$ cat src/rtl/tppfc_pkg.sv
package tppfc_pkg;

   localparam int SUM_W   = 56;
   localparam int RMS_W   = 16;
   localparam int HOLD_W  = 17;
   localparam int BASE_W  = 39;
   localparam int DIFF_W  = 18;
   localparam int MAG_W   = 17;
   localparam int SQ_W    = 34;
   localparam int AMP_W   = 16;
   localparam int BAND_W  = 10;
   localparam int WIN_W   = 24;
   localparam int PROD_W  = 57;
   localparam int QUO_W   = 56;
   localparam int REF_W   = 57;
   localparam int CMP_W   = 58;
   localparam int CSR_W   = 24;
   localparam int IDX_W   = 3;
   localparam int STEP_W  = 5;
   localparam int ROOT_W  = 28;
   localparam int SREM_W  = 32;

   localparam int REF_BITS  = 4;
   localparam int REF_STEPS = QUO_W / REF_BITS;
   localparam int RMS_BITS  = 2;
   localparam int RMS_STEPS = QUO_W / RMS_BITS;
   localparam int SQRT_STEPS = QUO_W / 2;

   localparam logic [RMS_W-1:0]  NOMINAL_RMS = 16'd25496;
   localparam logic [HOLD_W-1:0] HOLD_RESET  = 17'd90;

   localparam logic [15:0] TARGET_RESET = 16'd43271;
   localparam logic [15:0] GAIN_RESET   = 16'd6554;
   localparam logic [15:0] LOAD_RESET   = 16'd0;
   localparam logic [9:0]  BAND_RESET   = 10'd10;
   localparam logic [16:0] TICKS_RESET  = 17'd100000;
   localparam logic [23:0] WINDOW_RESET = 24'd50000;
   localparam logic [15:0] LOW_RESET    = 16'd22945;
   localparam logic [15:0] HIGH_RESET   = 16'd28044;

   localparam logic [1:0] SIGN_NONE = 2'd0;
   localparam logic [1:0] SIGN_POS  = 2'd1;
   localparam logic [1:0] SIGN_NEG  = 2'd2;
   localparam logic [1:0] CROSS_MAX = 2'd3;
   localparam logic [1:0] CROSS_MIN = 2'd2;

   typedef enum logic [IDX_W-1:0] {
      REG_TARGET = 3'd0,
      REG_GAIN   = 3'd1,
      REG_LOAD   = 3'd2,
      REG_BAND   = 3'd3,
      REG_TICKS  = 3'd4,
      REG_WINDOW = 3'd5,
      REG_LOW    = 3'd6,
      REG_HIGH   = 3'd7
   } csr_index_type;

   typedef struct packed {
      logic [BAND_W-1:0] band;
      logic [HOLD_W-1:0] hold_ticks;
      logic [WIN_W-1:0]  min_window;
      logic [RMS_W-1:0]  rms_low;
      logic [RMS_W-1:0]  rms_high;
   } lane_cfg_type;

   typedef struct packed {
      logic             switch_on;
      logic [RMS_W-1:0] rms;
   } lane_res_type;

   typedef enum logic [2:0] {
      L_IDLE,
      L_MUL,
      L_DIV,
      L_RDIV,
      L_SQRT,
      L_SW
   } lane_state_type;

   typedef enum logic [2:0] {
      T_IDLE,
      T_BASE0,
      T_BASE1,
      T_RUN,
      T_OUT
   } top_state_type;

endpackage

$ cat src/rtl/tppfc_lane.sv
module tppfc_lane #(
   parameter int COUNT_WIDTH = 24
) (
   input  logic                                        clock,
   input  logic                                        reset,
   input  logic                                        start,
   input  logic signed [tppfc_pkg::DIFF_W-1:0]         diff,
   input  logic signed [tppfc_pkg::BASE_W-1:0]         base,
   input  logic signed [tppfc_pkg::AMP_W-1:0]          amp,
   input  tppfc_pkg::lane_cfg_type                     cfg,
   output logic                                        done,
   output tppfc_pkg::lane_res_type                     res
);

   localparam int CW   = COUNT_WIDTH;
   localparam int CMPW = (CW > tppfc_pkg::WIN_W) ? CW : tppfc_pkg::WIN_W;

   tppfc_pkg::lane_state_type state_ff, state_in;

   logic signed [tppfc_pkg::DIFF_W-1:0] diff_ff, diff_in;
   logic signed [tppfc_pkg::AMP_W-1:0]  amp_ff, amp_in;
   logic signed [tppfc_pkg::BASE_W-1:0] base_ff, base_in;
   logic [tppfc_pkg::QUO_W-1:0]         quo_ff, quo_in;
   logic [tppfc_pkg::MAG_W-1:0]         rem_ff, rem_in;
   logic                                neg_ff, neg_in;
   logic [tppfc_pkg::SQ_W-1:0]          sq_ff, sq_in;
   logic signed [tppfc_pkg::REF_W-1:0]  ref_ff, ref_in;
   logic [CW:0]                         rrem_ff, rrem_in;
   logic [CW-1:0]                       cdiv_ff, cdiv_in;
   logic [tppfc_pkg::ROOT_W-1:0]        root_ff, root_in;
   logic [tppfc_pkg::SREM_W-1:0]        srem_ff, srem_in;
   logic [tppfc_pkg::STEP_W-1:0]        step_ff, step_in;
   logic [tppfc_pkg::SUM_W-1:0]         sum_ff, sum_in;
   logic [CW-1:0]                       cnt_ff, cnt_in;
   logic [1:0]                          sign_ff, sign_in;
   logic [1:0]                          cross_ff, cross_in;
   logic [tppfc_pkg::RMS_W-1:0]         rms_ff, rms_in;
   logic                                sw_ff, sw_in;
   logic [tppfc_pkg::HOLD_W-1:0]        hold_ff, hold_in;
   logic                                done_ff, done_in;

   always_ff @(posedge clock) begin
      if (reset) begin
         state_ff <= tppfc_pkg::L_IDLE;
         sum_ff   <= '0;
         cnt_ff   <= '0;
         sign_ff  <= tppfc_pkg::SIGN_NONE;
         cross_ff <= '0;
         rms_ff   <= tppfc_pkg::NOMINAL_RMS;
         sw_ff    <= 1'b1;
         hold_ff  <= tppfc_pkg::HOLD_RESET;
         done_ff  <= 1'b0;
         step_ff  <= '0;
      end else begin
         state_ff <= state_in;
         sum_ff   <= sum_in;
         cnt_ff   <= cnt_in;
         sign_ff  <= sign_in;
         cross_ff <= cross_in;
         rms_ff   <= rms_in;
         sw_ff    <= sw_in;
         hold_ff  <= hold_in;
         done_ff  <= done_in;
         step_ff  <= step_in;
      end
      diff_ff <= diff_in;
      amp_ff  <= amp_in;
      base_ff <= base_in;
      quo_ff  <= quo_in;
      rem_ff  <= rem_in;
      neg_ff  <= neg_in;
      sq_ff   <= sq_in;
      ref_ff  <= ref_in;
      rrem_ff <= rrem_in;
      cdiv_ff <= cdiv_in;
      root_ff <= root_in;
      srem_ff <= srem_in;
   end

   always_comb begin
      logic [tppfc_pkg::DIFF_W-1:0]       mag_full;
      logic [tppfc_pkg::MAG_W-1:0]        mag;
      logic signed [tppfc_pkg::PROD_W-1:0] prod;
      logic [tppfc_pkg::PROD_W-1:0]       prod_abs;
      logic [tppfc_pkg::RMS_W-1:0]        dv;
      logic [tppfc_pkg::MAG_W-1:0]        r;
      logic [tppfc_pkg::MAG_W-1:0]        t;
      logic [tppfc_pkg::QUO_W-1:0]        q;
      logic [CW:0]                        rr;
      logic [CW:0]                        rt;
      logic [tppfc_pkg::SUM_W:0]          s57;
      logic [tppfc_pkg::SUM_W-1:0]        nsum;
      logic [CW-1:0]                      ncnt;
      logic [1:0]                         sg;
      logic [1:0]                         ncross;
      logic [tppfc_pkg::SREM_W-1:0]       st;
      logic [tppfc_pkg::SREM_W-1:0]       trial;
      logic [tppfc_pkg::ROOT_W-1:0]       nroot;
      logic [tppfc_pkg::HOLD_W-1:0]       h;
      logic signed [tppfc_pkg::CMP_W-1:0] i26;
      logic signed [tppfc_pkg::CMP_W-1:0] bnd;
      logic signed [tppfc_pkg::CMP_W-1:0] rf;
      logic                               upd;

      state_in = state_ff;
      diff_in  = diff_ff;
      amp_in   = amp_ff;
      base_in  = base_ff;
      quo_in   = quo_ff;
      rem_in   = rem_ff;
      neg_in   = neg_ff;
      sq_in    = sq_ff;
      ref_in   = ref_ff;
      rrem_in  = rrem_ff;
      cdiv_in  = cdiv_ff;
      root_in  = root_ff;
      srem_in  = srem_ff;
      step_in  = step_ff;
      sum_in   = sum_ff;
      cnt_in   = cnt_ff;
      sign_in  = sign_ff;
      cross_in = cross_ff;
      rms_in   = rms_ff;
      sw_in    = sw_ff;
      hold_in  = hold_ff;
      done_in  = 1'b0;

      mag_full = diff_ff[tppfc_pkg::DIFF_W-1] ? -diff_ff : diff_ff;
      mag      = mag_full[tppfc_pkg::MAG_W-1:0];
      prod     = base_ff * $signed({1'b0, mag});
      prod_abs = prod[tppfc_pkg::PROD_W-1] ? -prod : prod;
      dv       = (rms_ff == '0) ? tppfc_pkg::RMS_W'(1) : rms_ff;

      r = rem_ff;
      q = quo_ff;
      t = '0;
      rr = rrem_ff;
      rt = '0;
      s57 = '0;
      nsum = '0;
      ncnt = '0;
      sg = tppfc_pkg::SIGN_NONE;
      ncross = cross_ff;
      st = '0;
      trial = '0;
      nroot = root_ff;
      h = '0;
      i26 = '0;
      bnd = '0;
      rf = '0;
      upd = 1'b0;

      case (state_ff)
         tppfc_pkg::L_IDLE: begin
            if (start) begin
               diff_in  = diff;
               amp_in   = amp;
               base_in  = base;
               state_in = tppfc_pkg::L_MUL;
            end
         end
         tppfc_pkg::L_MUL: begin
            neg_in   = prod[tppfc_pkg::PROD_W-1];
            quo_in   = prod_abs[tppfc_pkg::QUO_W-1:0];
            rem_in   = '0;
            sq_in    = mag * mag;
            step_in  = '0;
            state_in = tppfc_pkg::L_DIV;
         end
         tppfc_pkg::L_DIV: begin
            for (int i = 0; i < tppfc_pkg::REF_BITS; i++) begin
               t = {r[tppfc_pkg::RMS_W-1:0], q[tppfc_pkg::QUO_W-1]};
               q = {q[tppfc_pkg::QUO_W-2:0], 1'b0};
               if (t >= {1'b0, dv}) begin
                  r    = t - {1'b0, dv};
                  q[0] = 1'b1;
               end else begin
                  r = t;
               end
            end
            rem_in  = r;
            quo_in  = q;
            step_in = step_ff + 1'b1;
            if (step_ff == tppfc_pkg::STEP_W'(tppfc_pkg::REF_STEPS - 1)) begin
               ref_in  = neg_ff ? -$signed({1'b0, q}) : $signed({1'b0, q});
               s57     = {1'b0, sum_ff} + (tppfc_pkg::SUM_W + 1)'(sq_ff);
               nsum    = s57[tppfc_pkg::SUM_W] ? '1 : s57[tppfc_pkg::SUM_W-1:0];
               ncnt    = (&cnt_ff) ? cnt_ff : cnt_ff + 1'b1;
               sum_in  = nsum;
               cnt_in  = ncnt;
               if (diff_ff != '0) begin
                  sg = diff_ff[tppfc_pkg::DIFF_W-1] ? tppfc_pkg::SIGN_NEG : tppfc_pkg::SIGN_POS;
                  if (sign_ff != sg) begin
                     ncross   = (cross_ff == tppfc_pkg::CROSS_MAX) ? cross_ff : cross_ff + 1'b1;
                     cross_in = ncross;
                     upd = (CMPW'(ncnt) > CMPW'(cfg.min_window)) &&
                           (ncross >= tppfc_pkg::CROSS_MIN) && (ncnt != '0);
                  end
                  sign_in = sg;
               end
               step_in = '0;
               if (upd) begin
                  quo_in   = nsum;
                  cdiv_in  = ncnt;
                  rrem_in  = '0;
                  sum_in   = '0;
                  cnt_in   = '0;
                  state_in = tppfc_pkg::L_RDIV;
               end else begin
                  state_in = tppfc_pkg::L_SW;
               end
            end
         end
         tppfc_pkg::L_RDIV: begin
            for (int i = 0; i < tppfc_pkg::RMS_BITS; i++) begin
               rt = {rr[CW-1:0], q[tppfc_pkg::QUO_W-1]};
               q  = {q[tppfc_pkg::QUO_W-2:0], 1'b0};
               if (rt >= {1'b0, cdiv_ff}) begin
                  rr   = rt - {1'b0, cdiv_ff};
                  q[0] = 1'b1;
               end else begin
                  rr = rt;
               end
            end
            rrem_in = rr;
            quo_in  = q;
            step_in = step_ff + 1'b1;
            if (step_ff == tppfc_pkg::STEP_W'(tppfc_pkg::RMS_STEPS - 1)) begin
               step_in  = '0;
               root_in  = '0;
               srem_in  = '0;
               state_in = tppfc_pkg::L_SQRT;
            end
         end
         tppfc_pkg::L_SQRT: begin
            st    = {srem_ff[tppfc_pkg::SREM_W-3:0], quo_ff[tppfc_pkg::QUO_W-1 -: 2]};
            trial = {2'b00, root_ff, 2'b01};
            if (st >= trial) begin
               srem_in = st - trial;
               nroot   = {root_ff[tppfc_pkg::ROOT_W-2:0], 1'b1};
            end else begin
               srem_in = st;
               nroot   = {root_ff[tppfc_pkg::ROOT_W-2:0], 1'b0};
            end
            root_in = nroot;
            quo_in  = {quo_ff[tppfc_pkg::QUO_W-3:0], 2'b00};
            step_in = step_ff + 1'b1;
            if (step_ff == tppfc_pkg::STEP_W'(tppfc_pkg::SQRT_STEPS - 1)) begin
               if (nroot < tppfc_pkg::ROOT_W'(cfg.rms_low)) begin
                  rms_in = cfg.rms_low;
               end else if (nroot > tppfc_pkg::ROOT_W'(cfg.rms_high)) begin
                  rms_in = cfg.rms_high;
               end else begin
                  rms_in = nroot[tppfc_pkg::RMS_W-1:0];
               end
               step_in  = '0;
               state_in = tppfc_pkg::L_SW;
            end
         end
         tppfc_pkg::L_SW: begin
            i26 = tppfc_pkg::CMP_W'({amp_ff, 16'h0000});
            i26 = {{(tppfc_pkg::CMP_W - 32){amp_ff[tppfc_pkg::AMP_W-1]}}, amp_ff, 16'h0000};
            bnd = $signed({{(tppfc_pkg::CMP_W - tppfc_pkg::BAND_W - 16){1'b0}}, cfg.band, 16'h0000});
            rf  = {ref_ff[tppfc_pkg::REF_W-1], ref_ff};
            h   = hold_ff - 1'b1;
            if (sw_ff && (i26 > rf + bnd)) begin
               h = '0;
            end else if (!sw_ff && (i26 < rf - bnd)) begin
               h = '0;
            end
            if (h == '0) begin
               sw_in   = ~sw_ff;
               hold_in = cfg.hold_ticks;
            end else begin
               hold_in = h;
            end
            done_in  = 1'b1;
            state_in = tppfc_pkg::L_IDLE;
         end
         default: begin
            state_in = tppfc_pkg::L_IDLE;
         end
      endcase
   end

   assign done          = done_ff;
   assign res.switch_on = sw_ff;
   assign res.rms       = rms_ff;

endmodule

$ cat config.mk
export PLATFORM = sky130hd
export DESIGN_NAME = tppfc_lane
export DESIGN_NICKNAME = d
export VERILOG_FILES = /design/src/rtl/tppfc_pkg.sv /design/src/rtl/tppfc_lane.sv
export SDC_FILE = /design/constraint.sdc
export NUM_CORES = 2
export LEC_CHECK = 0
export ABC_AREA = 1
export BUFFER_PORTS_ARGS = -buffer_cell sky130_fd_sc_hd__buf_4
export CAP_MARGIN = 25
export CORE_MARGIN = 5
export CORE_UTILIZATION = 65
export DETAILED_ROUTE_END_ITERATION = 8
export GPL_ROUTABILITY_DRIVEN = 1
export GPL_TIMING_DRIVEN = 1
export MAX_ROUTING_LAYER = met4
export PLACE_DENSITY = 0.8
export SLEW_MARGIN = 20
export SYNTH_ARGS = -nofsm -noshare
export SYNTH_HDL_FRONTEND = slang
export SYNTH_SLANG_ARGS = --single-unit
$ cat constraint.sdc
create_clock -name clock -period 14.4 [get_ports clock]
set_clock_uncertainty 0.2 [all_clocks]
set_input_delay 0 -clock clock [delete_from_list [all_inputs] [get_ports clock]]
set_output_delay 0 -clock clock [all_outputs]
set_load 0.02 [all_outputs]
# Word-level counts from Yosys, hierarchy flattened
# Index checks and enable logic that the tools add are counted.
# classes
addsub	17
mul	2
n_lt_le_gt_ge	13
eq_ne	14
mux	64
n_bitwise	1
n_reduce_logical	27
# ops
operator	count
2-to-1 mux 56 bit	6
case mux 56 bit (4 select lines)	1
2-to-1 mux 24 bit	7
2-to-1 mux 16 bit	10
2-to-1 mux 17 bit	5
>= comparator 17 x 16 -> 1 bit	4
subtractor 16 bit	4
2-to-1 mux 30 bit	2
case mux 30 bit (2 select lines)	1
adder 57 x 27 -> 58 bit	1
> comparator 32 x 58 -> 1 bit	1
< comparator 32 x 58 -> 1 bit	1
subtractor 57 x 27 -> 58 bit	1
adder 56 x 34 -> 57 bit	1
multiplier 39 x 18 -> 57 bit	1
negation 56 -> 57 bit	1
2-to-1 mux 28 bit	2
negation 56 bit	1
case mux 28 bit (2 select lines)	1
>= comparator 25 x 24 -> 1 bit	2
case mux 24 bit (2 select lines)	1
subtractor 24 bit	2
multiplier 17 x 17 -> 34 bit	1
>= comparator 32 x 30 -> 1 bit	1
41 further kinds	80
# totals
regBits	470
input_bits	159
out_inout_bits	18
word_cells	161

# Logic depth before layout (Yosys ltp)
# logic_depth
word_depth	17
ltp_mapped	62
mapped_depth_nobuf	58

# Least setup slack after synthesis
# OpenSTA, ideal clock, no wires.
# synth_timing
kind	register to register
from	register rms_ff[8] (netlist name)
to	register ref_ff[46] (netlist name) (data pin)
setup_time_ps	265
arrival_ps	8568
required_ps	13935
path_slack_ps	5366
stages_incl_launch_ff	58
n_path_buf	3
synth_period_minus_slack_ps	9034
cell_sequence	dfxtp_1 nor4_1 a41o_1 ha_1 inv_1 fa_1 nand3_1 nand2_1 nand2_1 nand3_1 a31oi_1 o21ai_0 xnor2_1 o21ai_0 ha_1 nand2_1 nor4_1 nand2_1 [22 not listed] nand3_1 nand2_1 a21oi_1 o21ai_0 nand4_1 nand2_1 a211oi_1 nand2_1 nor2_4 ha_1 nand2_1 nor2_1 nand3_1 nand2_1 o21ai_0 inv_1 o21ai_0 xor2_1
# synth_via
elab_chain_len	16
elab_cells_between_ends	25
cone_classes	add/sub: 4; order compare: 4; mux: 16; reduce/logical: 1
# synth_lines
item	line	rtl
start, declared	tppfc_lane.sv:37	logic [tppfc_pkg::RMS_W-1:0] rms_ff, rms_in;
start signal, assigned	tppfc_lane.sv:49	rms_ff <= tppfc_pkg::NOMINAL_RMS;
start signal, assigned	tppfc_lane.sv:60	rms_ff <= rms_in;
zero test 16 bit	tppfc_lane.sv:132	dv = (rms_ff == '0) ? tppfc_pkg::RMS_W'(1) : rms_ff;
2-to-1 mux 16 bit (*)	tppfc_lane.sv:132	
subtractor 16 bit or >= comparator 17 x 16 -> 1 bit (tied branches)	tppfc_lane.sv:175, tppfc_lane.sv:174	
2-to-1 mux 16 bit	tppfc_lane.sv:174	if (t >= {1'b0, dv}) begin
2-to-1 mux 16 bit	tppfc_lane.sv:153	case (state_ff)
subtractor 16 bit or >= comparator 17 x 16 -> 1 bit (tied branches)	tppfc_lane.sv:175, tppfc_lane.sv:174	
2-to-1 mux 16 bit	tppfc_lane.sv:174	
2-to-1 mux 16 bit	tppfc_lane.sv:153	
subtractor 16 bit or >= comparator 17 x 16 -> 1 bit (tied branches)	tppfc_lane.sv:175, tppfc_lane.sv:174	
2-to-1 mux 16 bit	tppfc_lane.sv:174	
2-to-1 mux 16 bit	tppfc_lane.sv:153	
>= comparator 17 x 16 -> 1 bit	tppfc_lane.sv:174	
2-to-1 mux 1 bit	tppfc_lane.sv:174	
2-to-1 mux 1 bit	tppfc_lane.sv:153	
negation 56 -> 57 bit (*)	tppfc_lane.sv:185	ref_in = neg_ff ? -$signed({1'b0, q}) : $signed({1'b0, q});
2-to-1 mux 56 bit (*)	tppfc_lane.sv:185	
end signal, assigned	tppfc_lane.sv:73	ref_ff <= ref_in;
end, declared	tppfc_lane.sv:27	logic signed [tppfc_pkg::REF_W-1:0] ref_ff, ref_in;
# Every way passes the cells marked *; elsewhere a longest branch is shown, timed or not. The select of a mux whose other input is x is not followed.
# A chain may end at the register's enable or synchronous reset.

# Worst setup path after layout
# layout_timing
from	register diff_ff[0] (netlist name)
to	register quo_ff[22] (netlist name) (data pin)
# layout_via
elab_chain_len	7
elab_cells_between_ends	12
cone_classes	add/sub: 2; mul: 1; mux: 8; reduce/logical: 1
# layout_lines
item	line	rtl
start, declared	tppfc_lane.sv:20	logic signed [tppfc_pkg::DIFF_W-1:0] diff_ff, diff_in;
start signal, assigned	tppfc_lane.sv:66	diff_ff <= diff_in;
branches (longest 6 deep; another with multiplier 39 x 18 -> 57 bit)	n/a	
case mux 56 bit (4 select lines) (*)	tppfc_lane.sv:153	
via quo_in, one bit	tppfc_lane.sv:23	logic [tppfc_pkg::QUO_W-1:0] quo_ff, quo_in;
end signal, assigned	tppfc_lane.sv:69	quo_ff <= quo_in;
end, declared	tppfc_lane.sv:23	
# Mark *: on every way through the listed nets, which the timed path passes. The select of a mux whose other input is x is not followed.

==> run_results.csv <==
group,metric,value,unit
place,portBuffers,176,
floorplan,die_width,341,um
synthesis,muxShareOfSynthArea,0,%
synthesis,synth_top_family_by_area,"adder cells",
floorplan,initial_utilization,65.4,%
layout,drive_above_1_share,4.21,%
routing,vias_per_cell,5.93,
layout,final_common_cell,"nand2_1",
worst_setup_path,cpPeakStageDelay,0.90,ns
worst_setup_path,path_buf_inv,9,
timing,tightest_slew,1.03,ns
timing,fin_crit_sh,81.4,%
clocking,clkTransAtPathRegs,0.06,ns
timing,period_needed,11.72,ns
routing,drc,0,
layout,final.fill_count,8484,
worst_hold_path,hold_start,"reset",
flow_run,drv_cap,0,
routing,top_layer,"met4",
synthesis,synthTopCellsByArea,"fa_1 (23%), edfxtp_1 (14%), nand2_1 (12%)",
routing,wl_per_cell,20.7,um
worst_setup_path,critPathCaptureType,"flip-flop",
timing,setup-tns-final,0,ns
floorplan,die_y,341,um
global_route,grt_pass1_vias,69700,
timing,slew_headroom,30.7,%
routing,first_iter_violations,6198,
layout,final_cell_mix,"nand2_1 (2290), inv_1 (1813), nor2_1 (988), fa_1 (826), a21oi_1 (595)",
routing,wl_met1,88300,um
global_route,grt_pass1_wl,372000,um
worst_setup_path,critPathLaunchType,"flip-flop",
clocking,cts_made_buffers,57,
worst_setup_path,ff2ff_path_depth,37,
clocking,ctsResizeCount,0,
synthesis,avgSynthCellArea,7.38,um2
synthesis,ys_types,65,
synthesis,synth_top_area_cell,"fa_1",
floorplan,die-area,116000,um2
synthesis,synth_edf_count,342,
clocking,cts_buffer_depth,3,
worst_setup_path,rr_startpoint,"diff_ff[0]$_DFFE_PP_",
place,dp_hpwl,181000,um
place,post-place-ws,3.29,ns
synthesis,synth_fa_ha_area_share,33.3,%
timing,setup_viol,0,
synthesis,synthSimpleGateAreaFrac,23.9,%
floorplan,top_level_ports,177,
worst_setup_path,r2r_slack,2.68,ns
layout,syn_to_final_growth,9.45,%
clocking,tritoncts,"yes",
clocking,cts_max_level,2,
timing,fmax,85.3,MHz
routing,num_vias,67500,
clocking,clock_latency,0.69,ns
synthesis,synth_cells,9666,
routing,route.met2.wl,108000,um
worst_setup_path,required,14.62,ns
worst_hold_path,worst_hold_path.endpoint,"rms_ff[0]$_SDFFE_PP0P_",
synthesis,synth_compound_area_share,9.01,%
global_route,gr-total-overflow,0,
synthesis,ys_ff_latch,469,
timing,maxSlewViolCount,0,
worst_hold_path,hold_depth,3,
clocking,postCtsSetupBuffers,0,
worst_setup_path,critPathSlowestCell,"clkinv_2",
place,routabilityCongestion,1.06,
run_status,run_status,"complete, no violations",
floorplan,row_count,121,
synthesis,ys_seq_area_share,18.0,%
synthesis,ys.flop_type,"edfxtp_1",
routing,drtPass1Iterations,7,
worst_hold_path,holdCritPathClass,"in2reg",
worst_setup_path,crit_path_max_fanout,54,
synthesis,synth_warnings,0,
routing,totalWireLength,236000,um
synthesis,async_flop_share,0,%
worst_setup_path,crit_arrival,11.94,ns
layout,nets,11500,
synthesis,synth_xor_area_share,4.60,%
layout,seq_area,12800,um2
synthesis,netlist.area_leader.share,23.2,%
timing,fin_ws,2.68,ns
worst_setup_path,critPathKind,"reg2reg",
layout,multi_input_area,50600,um2
floorplan,coreArea,109000,um2
timing,hold_slack,0.159,ns
global_route,grt_use_total,41.5,%
routing,wl_met3,21700,um
worst_setup_path,rr_endpoint,"quo_ff[22]$_DFFE_PP_",
synthesis,synth_area,71300,um2
synthesis,syn-num-nets,11200,
clocking,cts_sinks,469,
routing,detail-route-antenna-nets,0,
global_route,grt_start_max_net_pins,92,
timing,rsz0062_at_grt,"no",
clocking,cts-root-buf,"clkbuf_16",
global_route,antenna_found_initial,6,
worst_setup_path,cpLargestDelayFamily,"adder cells",
timing,hold_viol,0,
worst_setup_path,path_common_cell,"fa_1",
[metal layers]
metal  up-vias  global-route usage [%]
met4         0                    23.9
met1     31700                    49.6
met5         -                       -
met2      3866                    66.5
li1      30800                       -
met3      1051                    7.55
[worst max-delay path by stage]
stage	start	endpoint	slack, ns	cells past startpoint
finish	diff_ff[0]$_DFFE_PP_	quo_ff[22]$_DFFE_PP_	2.68	37
CTS	rms_ff[1]$_SDFFE_PP0P_	ref_ff[46]$_DFFE_PP_	3.25	53
floorplan	rms_ff[8]$_SDFFE_PP1P_	ref_ff[46]$_DFFE_PP_	5.37	57
global route	rms_ff[1]$_SDFFE_PP0P_	ref_ff[46]$_DFFE_PP_	2.05	51
global placement	rms_ff[1]$_SDFFE_PP0P_	ref_ff[46]$_DFFE_PP_	3.49	53
detailed placement	rms_ff[1]$_SDFFE_PP0P_	ref_ff[46]$_DFFE_PP_	3.29	51
[worst min-delay path, delay by kind of cell]
kind | cells | cell delay [ns]
buffers and inverters | 2 | 0.82
AOI/OAI and AO/OA | 1 | 0.17
[flip-flops by register name, summed over array words and instances, names as in the netlist, 17 cells and up]
name / cells
cnt_ff: 24
diff_ff: 18
rrem_ff: 24
quo_ff: 56
base_ff: 39
srem_ff: 30
sq_ff: 33
ref_ff: 57
root_ff: 28
sum_ff: 56
cdiv_ff: 24
hold_ff: 17
[synthesized netlist by cell type (6+ instances only)]
cell type  instances
a21o_1            21
nand3b_1          29
o21a_1            17
and2_1             6
a21oi_1          595
o21bai_1          26
buf_4              7
nor2_1           992
a31oi_1           38
buf_1             18
a22oi_1            7
nand3_1          376
buf_2             23
fa_1             826
o211ai_1          27
edfxtp_1         342
or2_2             27
dfxtp_1          127
clkbuf_1         232
ha_1             578
inv_2             10
nor3b_1           11
nor3_1           113
o21ai_1            7
xor2_1           244
inv_1           1815
clkinv_1           9
nor4_1            68
a211oi_1           6
o31ai_1            6
nor3_2             9
or2_1              9
nand4_1          140
xnor2_1          129
o21ai_0          414
nand2_1         2293
a21boi_0           9
[through the flow]
| stage | area (um2) | cells | util (%) |
|---|---|---|---|
| global placement | 73800 | 11000 | 67.7 |
| finish | 78100 | 11400 | 71.6 |
| floorplan | 71300 | 9666 | - |
| CTS | 78000 | 11400 | 71.6 |
| global route | 78100 | 11400 | 71.6 |
| detailed placement | 73800 | 11000 | 67.7 |
[kinds of logic after synthesis]
logic type,Yosys count
fa+ha+maj,1404
xor+xnor,374
flops,469
simple gates,4105
compound gates,1198
buf+inv,2116
[repair_timing]
action / CTS / global route
hold buffers: 225 / 0
endpoints found under the hold margin: 188 / 0
setup endpoints to repair: 0 / 0
[area by class of cell]
type,count,share of cell area [%]
multi-input cells,7081,64.8
clock buffers,75,2.02
inverters,1834,8.82
clock inverters,33,0.490
flip-flops and latches,469,16.4
diodes,5,0.0160
well taps,1414,2.27
repair buffers,457,5.15
Power is not shown: default switching activity piles up to over one toggle a cycle in this logic, so the estimate is an artifact.
